`src/hw/rtl/hsvle_pkg.sv`:
```
// Shared types and constants for the HSV pixel to LED SPI encoder.
// No dependencies; imported by every module of the block.
package hsvle_pkg;

	// queue between the color front end and the byte serializer
	localparam int QUEUE_DEPTH_DEF = 4;

	// configuration register file
	localparam int CFG_IDX_W = 2;
	typedef logic [CFG_IDX_W-1:0] cfg_idx_t;

	localparam cfg_idx_t REG_PAT_00 = 2'd0;
	localparam cfg_idx_t REG_PAT_01 = 2'd1;
	localparam cfg_idx_t REG_PAT_10 = 2'd2;
	localparam cfg_idx_t REG_PAT_11 = 2'd3;

	localparam logic [7:0] PAT_00_RST = 8'd136;
	localparam logic [7:0] PAT_01_RST = 8'd142;
	localparam logic [7:0] PAT_10_RST = 8'd232;
	localparam logic [7:0] PAT_11_RST = 8'd238;

	// color bit pair codes
	localparam logic [1:0] PAIR_00 = 2'b00;
	localparam logic [1:0] PAIR_01 = 2'b01;
	localparam logic [1:0] PAIR_10 = 2'b10;
	localparam logic [1:0] PAIR_11 = 2'b11;

	// hue sectors
	localparam logic [1:0] SECTOR_0 = 2'd0;
	localparam logic [1:0] SECTOR_1 = 2'd1;
	localparam logic [1:0] SECTOR_2 = 2'd2;

	// hue scale factor (192/256)
	localparam logic [7:0] HUE_SCALE = 8'd192;

	// twelve SPI bytes per pixel
	localparam int BYTE_CNT_W = 4;
	localparam logic [BYTE_CNT_W-1:0] LAST_BYTE_IDX = 4'd11;

	typedef struct packed {
		logic       we;
		cfg_idx_t   index;
		logic [7:0] data;
	} cfg_wr_t;

	// colors in transmit order
	typedef struct packed {
		logic [7:0] g;
		logic [7:0] r;
		logic [7:0] b;
	} rgb_t;

endpackage

```
`src/hw/rtl/hsv_pixel_to_led_spi_encoder_top.sv`:
```
// Top level of the HSV pixel to LED SPI encoder.
// Depends on hsvle_pkg, hsvle_front, hsvle_fifo and hsvle_back.
//
// Usage:
//   Input channel (in_valid / in_stall, hue, sat, brightness) takes one HSV
//   pixel per transfer. Output channel (out_valid / out_stall, spi_byte,
//   last_byte) returns twelve SPI bytes per pixel: G, R, B, four bytes each,
//   top bit pair first; last_byte marks the twelfth.
//   cfg_we / cfg_index / cfg_data write the four pattern bytes; write them
//   only while the block is idle.
//   A pixel sent to an empty block enters the first color stage at its transfer
//   edge, then passes two more color stages, the queue, the serializer and the
//   output register, where out_valid rises for its first byte.
//   Throughput: one output byte per cycle while the receiver does not stall,
//   set by the serializer. The front end takes one pixel per cycle until
//   the queue (QUEUE_DEPTH entries) is full while a pixel waits in its last stage.
//   Reset clears all pipelines and the queue and loads the default pattern
//   bytes. When the receiver stalls, the output byte holds, the serializer
//   waits, and back-pressure reaches in_stall once the queue fills.
module hsv_pixel_to_led_spi_encoder_top import hsvle_pkg::*; #(
	parameter int QUEUE_DEPTH = QUEUE_DEPTH_DEF
) (
	input  logic           clk,
	input  logic           arst_n,
	input  logic           in_valid,
	output logic           in_stall,
	input  logic [7:0]     hue,
	input  logic [7:0]     sat,
	input  logic [7:0]     brightness,
	output logic           out_valid,
	input  logic           out_stall,
	output logic [7:0]     spi_byte,
	output logic           last_byte,
	input  logic           cfg_we,
	input  logic [CFG_IDX_W-1:0] cfg_index,
	input  logic [7:0]     cfg_data
);

	logic    push, full, pop, empty;
	rgb_t    push_data, pop_data;
	cfg_wr_t cfg;

	assign cfg.we    = cfg_we;
	assign cfg.index = cfg_index;
	assign cfg.data  = cfg_data;

	hsvle_front u_front (
		.clk        (clk),
		.arst_n     (arst_n),
		.in_valid   (in_valid),
		.hue        (hue),
		.sat        (sat),
		.brightness (brightness),
		.in_stall   (in_stall),
		.push       (push),
		.push_data  (push_data),
		.full       (full)
	);

	hsvle_fifo #(
		.DEPTH (QUEUE_DEPTH)
	) u_fifo (
		.clk       (clk),
		.arst_n    (arst_n),
		.push      (push),
		.push_data (push_data),
		.full      (full),
		.pop       (pop),
		.pop_data  (pop_data),
		.empty     (empty)
	);

	hsvle_back u_back (
		.clk       (clk),
		.arst_n    (arst_n),
		.cfg       (cfg),
		.pop       (pop),
		.pop_data  (pop_data),
		.empty     (empty),
		.out_valid (out_valid),
		.out_stall (out_stall),
		.spi_byte  (spi_byte),
		.last_byte (last_byte)
	);

endmodule

```
`src/hw/rtl/hsvle_front.sv`:
```
// Color front end: three-stage HSV to RGB pipeline feeding the queue.
// Depends on hsvle_pkg.
module hsvle_front import hsvle_pkg::*; (
	input  logic       clk,
	input  logic       arst_n,
	input  logic       in_valid,
	input  logic [7:0] hue,
	input  logic [7:0] sat,
	input  logic [7:0] brightness,
	output logic       in_stall,
	output logic       push,
	output rgb_t       push_data,
	input  logic       full
);

	logic       valid_s1, valid_s2, valid_s3;
	logic       adv;
	logic [15:0] hue_prod;
	logic [13:0] rise_prod;
	logic [7:0] rise_c;
	logic [15:0] base_prod, rise_sc_prod, fall_sc_prod;

	logic [1:0] sector_s1, sector_s2, sector_s3;
	logic [5:0] offset_s1;
	logic [7:0] sat_s1, val_s1;
	logic [7:0] base_s2, rise_s2, fall_s2, val_s2;
	logic [7:0] base_s3, rise_s3, fall_s3;

	// whole pipeline moves unless the last stage is blocked by a full queue
	assign adv      = !(valid_s3 && full);
	assign in_stall = !adv;
	assign push     = valid_s3 && !full;

	// stage valids
	always_ff @(posedge clk or negedge arst_n) begin
		if (!arst_n) begin
			valid_s1 <= 1'b0;
			valid_s2 <= 1'b0;
			valid_s3 <= 1'b0;
		end else if (adv) begin
			valid_s1 <= in_valid;
			valid_s2 <= valid_s1;
			valid_s3 <= valid_s2;
		end
	end

	// s1: scale hue to 0..191, split into sector and offset
	assign hue_prod = hue * HUE_SCALE;

	always_ff @(posedge clk) begin
		if (adv) begin
			sector_s1 <= hue_prod[15:14];
			offset_s1 <= hue_prod[13:8];
			sat_s1    <= sat;
			val_s1    <= brightness;
		end
	end

	// s2: base, rise and fall levels; rise = offset * sat / 64
	assign rise_prod = offset_s1 * sat_s1;
	assign rise_c    = rise_prod[13:6];

	always_ff @(posedge clk) begin
		if (adv) begin
			sector_s2 <= sector_s1;
			base_s2   <= ~sat_s1;
			rise_s2   <= rise_c;
			fall_s2   <= sat_s1 - rise_c;
			val_s2    <= val_s1;
		end
	end

	// s3: scale each level by brightness / 256, truncating
	assign base_prod    = base_s2 * val_s2;
	assign rise_sc_prod = rise_s2 * val_s2;
	assign fall_sc_prod = fall_s2 * val_s2;

	always_ff @(posedge clk) begin
		if (adv) begin
			sector_s3 <= sector_s2;
			base_s3   <= base_prod[15:8];
			rise_s3   <= rise_sc_prod[15:8];
			fall_s3   <= fall_sc_prod[15:8];
		end
	end

	// per-sector mix into the queue entry; unused sector gives plain base
	always_comb begin
		push_data.r = base_s3;
		push_data.g = base_s3;
		push_data.b = base_s3;
		unique case (sector_s3)
			SECTOR_0: begin
				push_data.r = base_s3 + fall_s3;
				push_data.g = base_s3 + rise_s3;
			end
			SECTOR_1: begin
				push_data.g = base_s3 + fall_s3;
				push_data.b = base_s3 + rise_s3;
			end
			SECTOR_2: begin
				push_data.r = base_s3 + rise_s3;
				push_data.b = base_s3 + fall_s3;
			end
			default: begin
				push_data.r = base_s3;
			end
		endcase
	end

endmodule

```
`src/hw/rtl/hsvle_fifo.sv`:
```
// Small synchronous queue of RGB entries between front end and serializer.
// Depends on hsvle_pkg.
module hsvle_fifo import hsvle_pkg::*; #(
	parameter int DEPTH = QUEUE_DEPTH_DEF
) (
	input  logic clk,
	input  logic arst_n,
	input  logic push,
	input  rgb_t push_data,
	output logic full,
	input  logic pop,
	output rgb_t pop_data,
	output logic empty
);

	localparam int PTR_W = $clog2(DEPTH);
	localparam int CNT_W = $clog2(DEPTH + 1);

	rgb_t             mem_q [DEPTH];
	logic [PTR_W-1:0] wr_ptr_q, rd_ptr_q;
	logic [CNT_W-1:0] count_q;

	assign full     = count_q == CNT_W'(DEPTH);
	assign empty    = count_q == '0;
	assign pop_data = mem_q[rd_ptr_q];

	// entry storage
	always_ff @(posedge clk) begin
		if (push) begin
			mem_q[wr_ptr_q] <= push_data;
		end
	end

	// pointers wrap at the last entry; fill count
	always_ff @(posedge clk or negedge arst_n) begin
		if (!arst_n) begin
			wr_ptr_q <= '0;
			rd_ptr_q <= '0;
			count_q  <= '0;
		end else begin
			if (push) begin
				wr_ptr_q <= (wr_ptr_q == PTR_W'(DEPTH - 1)) ? '0 : wr_ptr_q + 1'b1;
			end
			if (pop) begin
				rd_ptr_q <= (rd_ptr_q == PTR_W'(DEPTH - 1)) ? '0 : rd_ptr_q + 1'b1;
			end
			if (push && !pop) begin
				count_q <= count_q + 1'b1;
			end else if (pop && !push) begin
				count_q <= count_q - 1'b1;
			end
		end
	end

	// a pop without push drains exactly one entry
	a_pop_drains: assert property (@(posedge clk) disable iff (!arst_n)
		(pop && !push) |=> (count_q == $past(count_q) - 1'b1))
		else $error("queue count did not drop on pop");

endmodule

```
`src/hw/rtl/hsvle_back.sv`:
```
// Byte serializer: turns each queued RGB entry into twelve SPI pattern bytes
// and holds the pattern registers. Depends on hsvle_pkg.
module hsvle_back import hsvle_pkg::*; (
	input  logic       clk,
	input  logic       arst_n,
	input  cfg_wr_t    cfg,
	output logic       pop,
	input  rgb_t       pop_data,
	input  logic       empty,
	output logic       out_valid,
	input  logic       out_stall,
	output logic [7:0] spi_byte,
	output logic       last_byte
);

	logic [7:0]            pat_00_q, pat_01_q, pat_10_q, pat_11_q;
	logic [23:0]           word_q;
	logic                  have_q;
	logic [BYTE_CNT_W-1:0] cnt_q;
	logic                  out_valid_q, last_byte_q;
	logic [7:0]            spi_byte_q;
	logic                  emit, last_now;
	logic [7:0]            pat_sel;

	// pattern registers
	always_ff @(posedge clk or negedge arst_n) begin
		if (!arst_n) begin
			pat_00_q <= PAT_00_RST;
			pat_01_q <= PAT_01_RST;
			pat_10_q <= PAT_10_RST;
			pat_11_q <= PAT_11_RST;
		end else if (cfg.we) begin
			unique case (cfg.index)
				REG_PAT_00: pat_00_q <= cfg.data;
				REG_PAT_01: pat_01_q <= cfg.data;
				REG_PAT_10: pat_10_q <= cfg.data;
				REG_PAT_11: pat_11_q <= cfg.data;
				default:    pat_00_q <= pat_00_q;
			endcase
		end
	end

	// a byte goes out whenever the output register is free or draining
	assign emit     = have_q && (!out_valid_q || !out_stall);
	assign last_now = cnt_q == LAST_BYTE_IDX;
	assign pop      = !empty && (!have_q || (emit && last_now));

	// pattern lookup for the top bit pair of the current word
	always_comb begin
		unique case (word_q[23:22])
			PAIR_00: pat_sel = pat_00_q;
			PAIR_01: pat_sel = pat_01_q;
			PAIR_10: pat_sel = pat_10_q;
			PAIR_11: pat_sel = pat_11_q;
			default: pat_sel = pat_00_q;
		endcase
	end

	// serializer control
	always_ff @(posedge clk or negedge arst_n) begin
		if (!arst_n) begin
			have_q <= 1'b0;
			cnt_q  <= '0;
		end else if (pop) begin
			have_q <= 1'b1;
			cnt_q  <= '0;
		end else if (emit) begin
			if (last_now) begin
				have_q <= 1'b0;
				cnt_q  <= '0;
			end else begin
				cnt_q <= cnt_q + 1'b1;
			end
		end
	end

	// color word: G, R, B, shifted out two bits at a time
	always_ff @(posedge clk) begin
		if (pop) begin
			word_q <= pop_data;
		end else if (emit) begin
			word_q <= {word_q[21:0], 2'b00};
		end
	end

	// output register
	always_ff @(posedge clk or negedge arst_n) begin
		if (!arst_n) begin
			out_valid_q <= 1'b0;
		end else if (emit) begin
			out_valid_q <= 1'b1;
		end else if (!out_stall) begin
			out_valid_q <= 1'b0;
		end
	end

	always_ff @(posedge clk) begin
		if (emit) begin
			spi_byte_q  <= pat_sel;
			last_byte_q <= last_now;
		end
	end

	assign out_valid = out_valid_q;
	assign spi_byte  = spi_byte_q;
	assign last_byte = last_byte_q;

	// no gap inside a pixel once a byte has been taken
	a_no_gap: assert property (@(posedge clk) disable iff (!arst_n)
		(out_valid_q && !out_stall && !last_byte_q) |=> out_valid_q)
		else $error("gap inside a pixel's byte train");

	// the final byte leaves the counter rewound
	a_last_rewinds: assert property (@(posedge clk) disable iff (!arst_n)
		(out_valid_q && last_byte_q) |-> (cnt_q == '0))
		else $error("byte counter not rewound after last byte");

	// counter idles at zero without a word
	a_idle_cnt: assert property (@(posedge clk) disable iff (!arst_n)
		!have_q |-> (cnt_q == '0))
		else $error("byte counter moved without a word");

endmodule

```
`config.mk`:
```
export PLATFORM = sky130hd
export DESIGN_NAME = hsv_pixel_to_led_spi_encoder_top
export DESIGN_NICKNAME = d
export VERILOG_FILES = /design/src/hw/rtl/hsvle_pkg.sv /design/src/hw/rtl/hsv_pixel_to_led_spi_encoder_top.sv /design/src/hw/rtl/hsvle_front.sv /design/src/hw/rtl/hsvle_fifo.sv /design/src/hw/rtl/hsvle_back.sv
export SDC_FILE = /design/constraint.sdc
export NUM_CORES = 1
export LEC_CHECK = 0
export BUFFER_PORTS_ARGS = -buffer_cell sky130_fd_sc_hd__buf_2
export CELL_PAD_IN_SITES_DETAIL_PLACEMENT = 0
export CELL_PAD_IN_SITES_GLOBAL_PLACEMENT = 2
export CORE_ASPECT_RATIO = 0.75
export CORE_MARGIN = 1
export CORE_UTILIZATION = 45
export CTS_CLUSTER_DIAMETER = 60
export DETAILED_ROUTE_END_ITERATION = 12
export PLACE_DENSITY_LB_ADDON = 0.2
export SYNTH_ARGS = -nofsm -noshare
export SYNTH_HDL_FRONTEND = slang
export SYNTH_SLANG_ARGS = --single-unit
```
`constraint.sdc`:
```
create_clock -name clk -period 6.5 [get_ports clk]
set_clock_uncertainty 0.2 [all_clocks]
set_input_delay 0.65 -clock clk [delete_from_list [all_inputs] [get_ports clk]]
set_output_delay 0.65 -clock clk [all_outputs]
set_load 0.05 [all_outputs]
```
==> results_dict.tcl, run 1 <==
set metrics [dict create \
    clock_latency_ns 0.57 \
    worstMarginPinSlew_ns 1.141 \
    placed_area_sq_um 18900 \
    crit_path_end_kind "register" \
    drtIter0Drc 595 \
    ctsResizeCount 0 \
    synth_area_sq_um 18040 \
    synthDistinctLibCells 62 \
    dr.pass1.iters 5 \
    ant_nets 0 \
    io_buffers 49 \
    stdcell_area_sq_um 19860 \
    cts_tree "yes" \
    diodes 0 \
    synth.top_cell.area_share_pct 35.45 \
    tns_ns 0 \
    place_inst 2028 \
    grt_pass1_vias 11320 \
    cap_violations 0 \
    top_register "u_fifo.mem_q" \
    hold_path.class "input port to register" \
    cts_buffers 28 \
    largest_register_ff_count 96 \
    reg2reg_depth 19 \
    synth_cells 1484 \
    cp.arrival_ns 5.60 \
    cts_hold_buf 0 \
    avgViaCountPerCell 5.163 \
    routabilityCongestion 0.8191 \
    grt_pass1_wl_mm 60.71 \
    yosys-top-cells-area "edfxtp_1 35%, fa_1 15%, ha_1 11%" \
    htreeDepth 1 \
    critPathKind "register to register" \
    core_area_sq_um 39490 \
    antenna_found_initial 0 \
    drc_errors 0 \
    syn_nets 1812 \
    slew_viol_final 0 \
    die_x_um 233.2 \
    period_minus_slack_ns 5.489 \
    setup_viol 0 \
    outcome "finished clean" \
    worstPathMaxFanout 11 \
    nNetsFinal 1866 \
    post_cts.repair.setup_buffers 0 \
    rows 63 \
    max-clock-path-buffers 3 \
    start_kind "register" \
    dr_total_vias 10730 \
    synth_ff_type "edfxtp_1" \
    rsz0062_at_grt "no" \
    grt_max_degree 85 \
    crit_required_ns 6.61 \
    n_fill_cell 3506 \
    synth.top_cells.by_count "228 x inv_1, 213 x edfxtp_1, 156 x nand2_1" \
    min_period_over_period_pct 84.45 \
    yosysTopAreaCell "edfxtp_1" \
    area_growth_pct 10.08 \
    hold_violations 0 \
    cts_root_buf "clkbuf_16" \
    yosysMostFrequentCell "inv_1" \
    fmax_mhz 182.2 \
    hold_depth 1 \
    die_y_um 175.4 \
    synth_edf_count 213 \
    reg_top3 "u_fifo.mem_q: 96 flops, u_back.word_q: 24 flops" \
    dieArea_sq_um 40910 \
    final_cells 2078 \
    start_util_pct 45.69 \
    grt_remaining_overflow 0 \
    synth-seq-cells 261 \
    clk_pin_slew_ns 0.06 \
    ys_async_sr_fraction_pct 18.39 \
    yosysSeqAreaShare_pct 42.22 \
    place_hpwl_mm 26.41 \
    wl_per_cell_um 17.54 \
    post-route-util_pct 50.29 \
    totalWireLength_mm 36.44 \
    max_slew_margin_pct 23.96 \
    drive_above_1_share_pct 15.28 \
    synth_area_per_cell_sq_um 12.16 \
    yosysWarningCount 0 \
    ios 50 \
    grtUsageTotal_pct 19.01 \
    cts.sinks 261 \
]
cell usage in the layout (no fill, tap or decap), types with 28 or more instances in the layout:
master     Yosys  routed
fa_1         134     134
buf_2          3      49
nor2_1        50      50
nand2_1      156     156
and2_1       134     134
mux2_2        58      58
dfrtp_1       32      32
mux4_2        32      32
ha_1         155     155
a21oi_1       31      30
clkbuf_16      0      28
edfxtp_1     213     213
inv_1        228     227
xnor2_1       33      33
routing by layer:
metal	wire length (um)	track usage, %	share of wire (%)
met2	15650	28.81	43
met5	0	0	0
met1	18740	29.27	51
met4	709	3.949	1.9
met3	1341	2.256	3.7
per-stage QoR:
stage | hold slack (ns) | worst slack (ns)
after floorplan | 0.1544 | 1.403
after global placement | 0.2029 | 1.135
after detailed placement | 0.2052 | 1.039
after CTS | 0.02131 | 1.026
after global routing | 0.02930 | 0.7371
final | 0.05543 | 1.011
worst max-delay path: stages, from the launching register on:
cell and delay, ns:
edfxtp_1 0.55, and2_1 0.25, fa_1 0.48, inv_1 0.06, fa_1 0.48, fa_1 0.48
inv_1 0.05, ha_1 0.31, nand4b_1 0.12, o21ai_2 0.30, a21oi_1 0.16, or2b_1 0.24
a21oi_1 0.20, inv_1 0.07, ha_1 0.32, a21o_1 0.21, a31oi_1 0.22, a221oi_1 0.12
nor3_2 0.20, xnor3_1 0.24
cell families (layout without fill, tap and decap cells):
logic type | Yosys count | after routing | synth area share, %
mux | 91 | 91 | 7.670
flops | 261 | 261 | 42.22
buf+inv | 268 | 342 | 5.596
xor+xnor | 55 | 55 | 2.947
compound gates | 129 | 129 | 5.180
fa+ha+maj | 291 | 291 | 25.74
simple gates | 389 | 389 | 10.64
area by class of cell:
class,count,area (sq um),share of cell area [%]
Clock buffer,31,711.9,3.584
Clock inverter,19,247.7,1.247
Inverter,228,857.1,4.315
Multi-Input combinational cell,955,9419,47.42
Sequential cell,261,7617,38.35
Tap cell,520,650.6,3.276
Timing Repair Buffer,64,357.8,1.802
path summary, 6_finish.rpt:
path                                    from            endpoint  slack [ns]
max reg2reg                u_front.sat_s1[3]  u_front.fall_s2[7]        1.01
max                        u_front.sat_s1[3]  u_front.fall_s2[7]        1.01
max in group asynchronous             arst_n    u_front.valid_s2        5.38
min in group asynchronous             arst_n    u_back.out_valid        0.07
min reg2reg                u_front.val_s1[2]   u_front.val_s2[2]        0.22
min                            brightness[6]   u_front.val_s1[6]        0.06
Power of run 1 is left out: the tool's default activity adds up to more than one toggle a clock period on the data nets, which glitch-free logic cannot reach.
==> run 2: changes to the inputs <==
--- a/config.mk
+++ b/config.mk
@@ -10,7 +10,7 @@
 export CELL_PAD_IN_SITES_GLOBAL_PLACEMENT = 2
 export CORE_ASPECT_RATIO = 0.75
 export CORE_MARGIN = 1
-export CORE_UTILIZATION = 45
+export CORE_UTILIZATION = 40
 export CTS_CLUSTER_DIAMETER = 60
 export DETAILED_ROUTE_END_ITERATION = 12
 export PLACE_DENSITY_LB_ADDON = 0.2
==> constraint.sdc (replaced) <==
create_clock -name clk -period 5.04 [get_ports clk]
set_clock_uncertainty 0.2 [all_clocks]
set_input_delay 0.504 -clock clk [delete_from_list [all_inputs] [get_ports clk]]
set_output_delay 0.504 -clock clk [all_outputs]
set_load 0.05 [all_outputs]
==> run 2 against run 1 <==
  * Wire length rose by 2.4%
  * Final cell count rose by 7.2%
  * Critical path depth fell by 1
  * First-iteration DRC count fell by 4.7%
  * Worst hold slack improved by 0.054 ns
  * Critical path type unchanged
  * Highest routed layer unchanged
==> results_dict.tcl, run 2 (synthesis results as in run 1) <==
set metrics [dict create \
    routabilityCongestion 0.8072 \
    ant_nets 0 \
    dieArea_sq_um 45970 \
    holdPathEnd "u_front.sector_s1[0]" \
    worstPathMaxFanout 8 \
    clk_pin_slew_ns 0.06 \
    dr.pass1.iters 5 \
    n_fill_cell 3998 \
    reg_top3 "u_fifo.mem_q: 96 flops, u_back.word_q: 24 flops" \
    clock_latency_ns 0.57 \
    core_area_sq_um 43930 \
    min_period_over_period_pct 99.61 \
    dr_total_vias 10940 \
    path_common_cell "fa_1" \
    rrSetupSlack_ns 0.02 \
    max_slew_margin_pct 29.61 \
    whs_ns 0.1093 \
    die_y_um 185.9 \
    drc_errors 0 \
    cts.sinks 261 \
    period_minus_slack_ns 5.020 \
    outcome "finished clean" \
    drive_above_1_share_pct 19.88 \
    critPathSlowestCell "fa_1" \
    hold_depth 2 \
    max-clock-path-buffers 3 \
    area_growth_pct 15.89 \
    mostFrequentLayoutCell "inv_1" \
    cts_root_buf "clkbuf_16" \
    grt_pass1_vias 11590 \
    rows 66 \
    drtIter0Drc 567 \
    cts_tree "yes" \
    hold_violations 0 \
    io_buffers 49 \
    start_util_pct 41.07 \
    grtUsageTotal_pct 17.09 \
    cap_violations 0 \
    crit_path_cell_trace "nand2_1, fa_1, fa_1, fa_1, inv_2, ha_4, nand4b_1, o21ai_4, buf_6, xor2_2, ha_2, inv_2, fa_2, a21o_1, maj3_2, a21oi_2, maj3_2, xnor2_1" \
    diodes 0 \
    top_register "u_fifo.mem_q" \
    ios 50 \
    mostFrequentLayoutCells "221 x inv_1, 213 x edfxtp_1, 156 x nand2_1" \
    slew_viol_final 0 \
    crit_required_ns 5.16 \
    reg2reg_depth 18 \
    critPathKind "register to register" \
    crit_path_end_kind "register" \
    worstMarginPinSlew_ns 1.056 \
    reg2reg_from "u_front.offset_s1[3]" \
    hold_path.class "input port to register" \
    start_kind "register" \
    cp.arrival_ns 5.14 \
    fmax_mhz 199.2 \
    wl_per_cell_um 16.75 \
    largest_register_ff_count 96 \
    cp_slowest_stage_delay_ns 0.57 \
    place_hpwl_mm 27.77 \
    timing.rr.end "u_front.fall_s2[6]" \
    antenna_found_initial 0 \
    post-route-util_pct 47.60 \
    cts_buffers 30 \
    grt_remaining_overflow 0 \
    grt_pass1_wl_mm 61.28 \
    rsz0062_at_grt "yes" \
    tns_ns 0 \
    hold_start "hue[7]" \
    die_x_um 247.2 \
    grt_max_degree 56 \
    setup_viol 0 \
    avgViaCountPerCell 4.908 \
    htreeDepth 1 \
    totalWireLength_mm 37.31 \
    nNetsFinal 1955 \
]
## run 2: routing by layer
layer	track usage, %	vias up	share of wire, %
li1	-	5283	-
met1	26.31	5472	53
met2	25.62	141	42
met3	2.610	40	3.4
met4	2.822	0	1.4
met5	0	-	0
## run 2: area by class of cell
| type | instances | area (sq um) | area share (%) |
|---|---|---|---|
| flip-flops and latches | 261 | 7617 | 36.43 |
| inverters | 228 | 857.1 | 4.099 |
| repair buffers | 151 | 1144 | 5.469 |
| multi-input cells | 955 | 9595 | 45.89 |
| well taps | 578 | 723.2 | 3.459 |
| clock inverters | 18 | 175.2 | 0.8377 |
| clock buffers | 37 | 798.3 | 3.818 |
## run 2: metrics by stage
step	cells	instance area, sq um	worst slack (ns)
after global placement	2136	19400	-0.03717
after global routing	2228	20910	-0.2423
final	2228	20910	0.01972
after detailed placement	2136	19400	-0.1077
after CTS	2221	20720	-0.04009
after floorplan	1484	18070	0.001388
## run 2: repair_timing
item                                   4_1_cts  5_1_grt
hold buffers                                27        0
setup buffers                                3        7
pin swaps                                   11       19
endpoints found under the hold margin       77        0
setup endpoints to repair                    2       10
cloned                                       0        0
resized for setup                            9       27
## run 2: worst max-delay path, delay by kind of cell, from the launching register on
| family | cells | cell delay (ns) |
|---|---|---|
| compound gates | 3 | 0.53 |
| xor+xnor | 2 | 0.22 |
| fa+ha+maj | 8 | 2.87 |
| buf+inv | 3 | 0.22 |
| flops | 1 | 0.48 |
| simple gates | 2 | 0.27 |
## run 2: worst max path at each step
| stage | from | to | cells after the start |
|---|---|---|---|
| 2_1_floorplan | u_front.sat_s1[3] | u_front.fall_s2[6] | 20 |
| 6_report | u_front.offset_s1[3] | u_front.fall_s2[6] | 18 |
| 3_5_place_dp | u_front.offset_s1[0] | u_front.fall_s2[7] | 20 |
| 3_3_place_gp | u_front.offset_s1[0] | u_front.fall_s2[7] | 20 |
| 4_1_cts | u_front.offset_s1[0] | u_front.fall_s2[7] | 19 |
| 5_1_grt | u_front.offset_s1[0] | u_front.fall_s2[7] | 19 |
Power of run 2 is left out for the same reason.
==> run 3: changes to the inputs <==
--- a/config.mk
+++ b/config.mk
@@ -5,12 +5,13 @@
 export SDC_FILE = /design/constraint.sdc
 export NUM_CORES = 1
 export LEC_CHECK = 0
+export ABC_CLOCK_PERIOD_IN_PS = 5460
 export BUFFER_PORTS_ARGS = -buffer_cell sky130_fd_sc_hd__buf_2
 export CELL_PAD_IN_SITES_DETAIL_PLACEMENT = 0
 export CELL_PAD_IN_SITES_GLOBAL_PLACEMENT = 2
 export CORE_ASPECT_RATIO = 0.75
 export CORE_MARGIN = 1
-export CORE_UTILIZATION = 40
+export CORE_UTILIZATION = 45
 export CTS_CLUSTER_DIAMETER = 60
 export DETAILED_ROUTE_END_ITERATION = 12
 export PLACE_DENSITY_LB_ADDON = 0.2
==> constraint.sdc (replaced) <==
create_clock -name clk -period 5.46 [get_ports clk]
set_clock_uncertainty 0.2 [all_clocks]
set_input_delay 0.546 -clock clk [delete_from_list [all_inputs] [get_ports clk]]
set_output_delay 0.546 -clock clk [all_outputs]
set_load 0.05 [all_outputs]
==> run 3 against run 2 <==
  * Fmax decreased by 3.6%
  * First-iteration DRC count decreased by 11%
  * Critical path depth increased by 1
  * Largest cell class unchanged
==> results_dict.tcl, run 3 (synthesis results as in run 1) <==
set metrics [dict create \
    post-route-util_pct 51.76 \
    grt_pass1_vias 11420 \
    clk_pin_slew_ns 0.06 \
    crit_required_ns 5.57 \
    io_buffers 49 \
    tns_ns 0 \
    cp.depth 19 \
    worstPathMaxFanout 6 \
    htreeDepth 1 \
    outcome "finished clean" \
    die_y_um 175.4 \
    grt_remaining_overflow 0 \
    cp_slowest_stage_delay_ns 0.49 \
    grtUsageTotal_pct 19.12 \
    die_x_um 233.2 \
    critPathSlowestCell "fa_1" \
    cp.arrival_ns 5.32 \
    n_fill_cell 3500 \
    setup_viol 0 \
    multi_input_area_sq_um 9523 \
    largest_register_ff_count 96 \
    path_common_cell "fa_1" \
    grt_max_degree 50 \
    critPathKind "register to register" \
    max_slew_margin_pct 30.10 \
    mostFrequentLayoutCells "227 x inv_1, 213 x edfxtp_1, 156 x nand2_1" \
    hold_path.class "input port to register" \
    min_period_over_period_pct 95.35 \
    routabilityCongestion 0.7910 \
    dp_slack_ns 0.1312 \
    crit_path_end_kind "register" \
    reg_top3 "u_fifo.mem_q: 96 flops, u_back.word_q: 24 flops" \
    worstMarginPinSlew_ns 1.048 \
    top_register "u_fifo.mem_q" \
    cts_root_buf "clkbuf_16" \
    nNetsFinal 1913 \
    rrSetupSlack_ns 0.25 \
    dr.pass1.iters 5 \
    dieArea_sq_um 40910 \
    hold_depth 2 \
    slew_viol_final 0 \
    drc_errors 0 \
    place_inst 2045 \
    crit_buf_inv 4 \
    drive_above_1_share_pct 17.37 \
    max-clock-path-buffers 3 \
    core_area_sq_um 39490 \
    start_kind "register" \
    setup_ws_ns 0.2540 \
    path_delay_family "adder cells" \
    hold_violations 0 \
    place_hpwl_mm 27.05 \
    dr_total_vias 10860 \
    grt_pass1_wl_mm 60.84 \
    wl_per_cell_um 17.39 \
    ios 50 \
    totalWireLength_mm 36.97 \
    cts_buffers 30 \
    area_growth_pct 13.29 \
    antenna_found_initial 0 \
    start_util_pct 45.69 \
    cts.sinks 261 \
    rows 63 \
    mostFrequentLayoutCell "inv_1" \
    cts_tree "yes" \
    avgViaCountPerCell 5.108 \
    clock_latency_ns 0.56 \
    ant_nets 0 \
    fmax_mhz 192.1 \
    final_cells 2126 \
    reg2reg_depth 19 \
    diodes 0 \
    regArea_sq_um 7617 \
    period_minus_slack_ns 5.206 \
    cap_violations 0 \
    crit_path_cell_trace "and2_1, fa_1, inv_1, fa_1, fa_1, inv_1, ha_4, nand4b_1, o21ai_4, buf_4, xor2_2, ha_1, inv_1, fa_1, a21o_1, maj3_2, a21oi_2, maj3_2, xnor2_1" \
    drtIter0Drc 506 \
]
==> run 3: cell count changes in the layout (fill, tap and decap cells not counted), moves of 3 or more <==
cell,change
buf_4,-26
dlygate4sd3_1,-9
inv_1,+6
inv_2,-6
buf_6,-4
clkinv_2,-4
buf_12,-3
clkinv_1,-3
inv_6,+3
==> run 3: area by class of cell <==
cell class | count | share of cell area [%]
Clock inverter | 13 | 0.8508
Inverter | 228 | 4.193
Timing Repair Buffer | 109 | 3.685
Multi-Input combinational cell | 955 | 46.59
Clock buffer | 40 | 4.236
Tap cell | 520 | 3.183
Sequential cell | 261 | 37.27
==> run 3: timing repair <==
item	CTS	global route
setup endpoints to repair	0	2
gates resized for setup	0	15
hold buffers	18	0
setup buffers	0	10
endpoints found under the hold margin	46	0
==> run 3: final timing paths <==
kind,startpoint,to
max in group asynchronous,arst_n,u_back.pat_11_q[0]
max reg2reg,u_front.offset_s1[2],u_front.fall_s2[6]
min in group asynchronous,arst_n,u_back.pat_10_q[4]
min reg2reg,u_front.sector_s2[0],u_front.sector_s3[0]
min,cfg_data[5],u_back.pat_01_q[5]
max,u_front.offset_s1[2],u_front.fall_s2[6]
==> run 3: routing by layer <==
metal	share of wire, %	up-vias	GRT usage [%]
li1	-	5193	-
met2	44	163	28.65
met3	3.9	31	2.597
met5	0	-	0
met4	1.3	0	3.132
met1	51	5473	29.84
==> run 3: stage by stage <==
stage | hold slack [ns] | area [sq um]
4_1_cts | 0.02744 | 20260
6_report | 0.05625 | 20440
3_5_place_dp | 0.2054 | 19040
3_3_place_gp | 0.2015 | 19040
5_1_grt | 0.04042 | 20440
2_1_floorplan | 0.05041 | 18040
Power of run 3 is left out for the same reason.
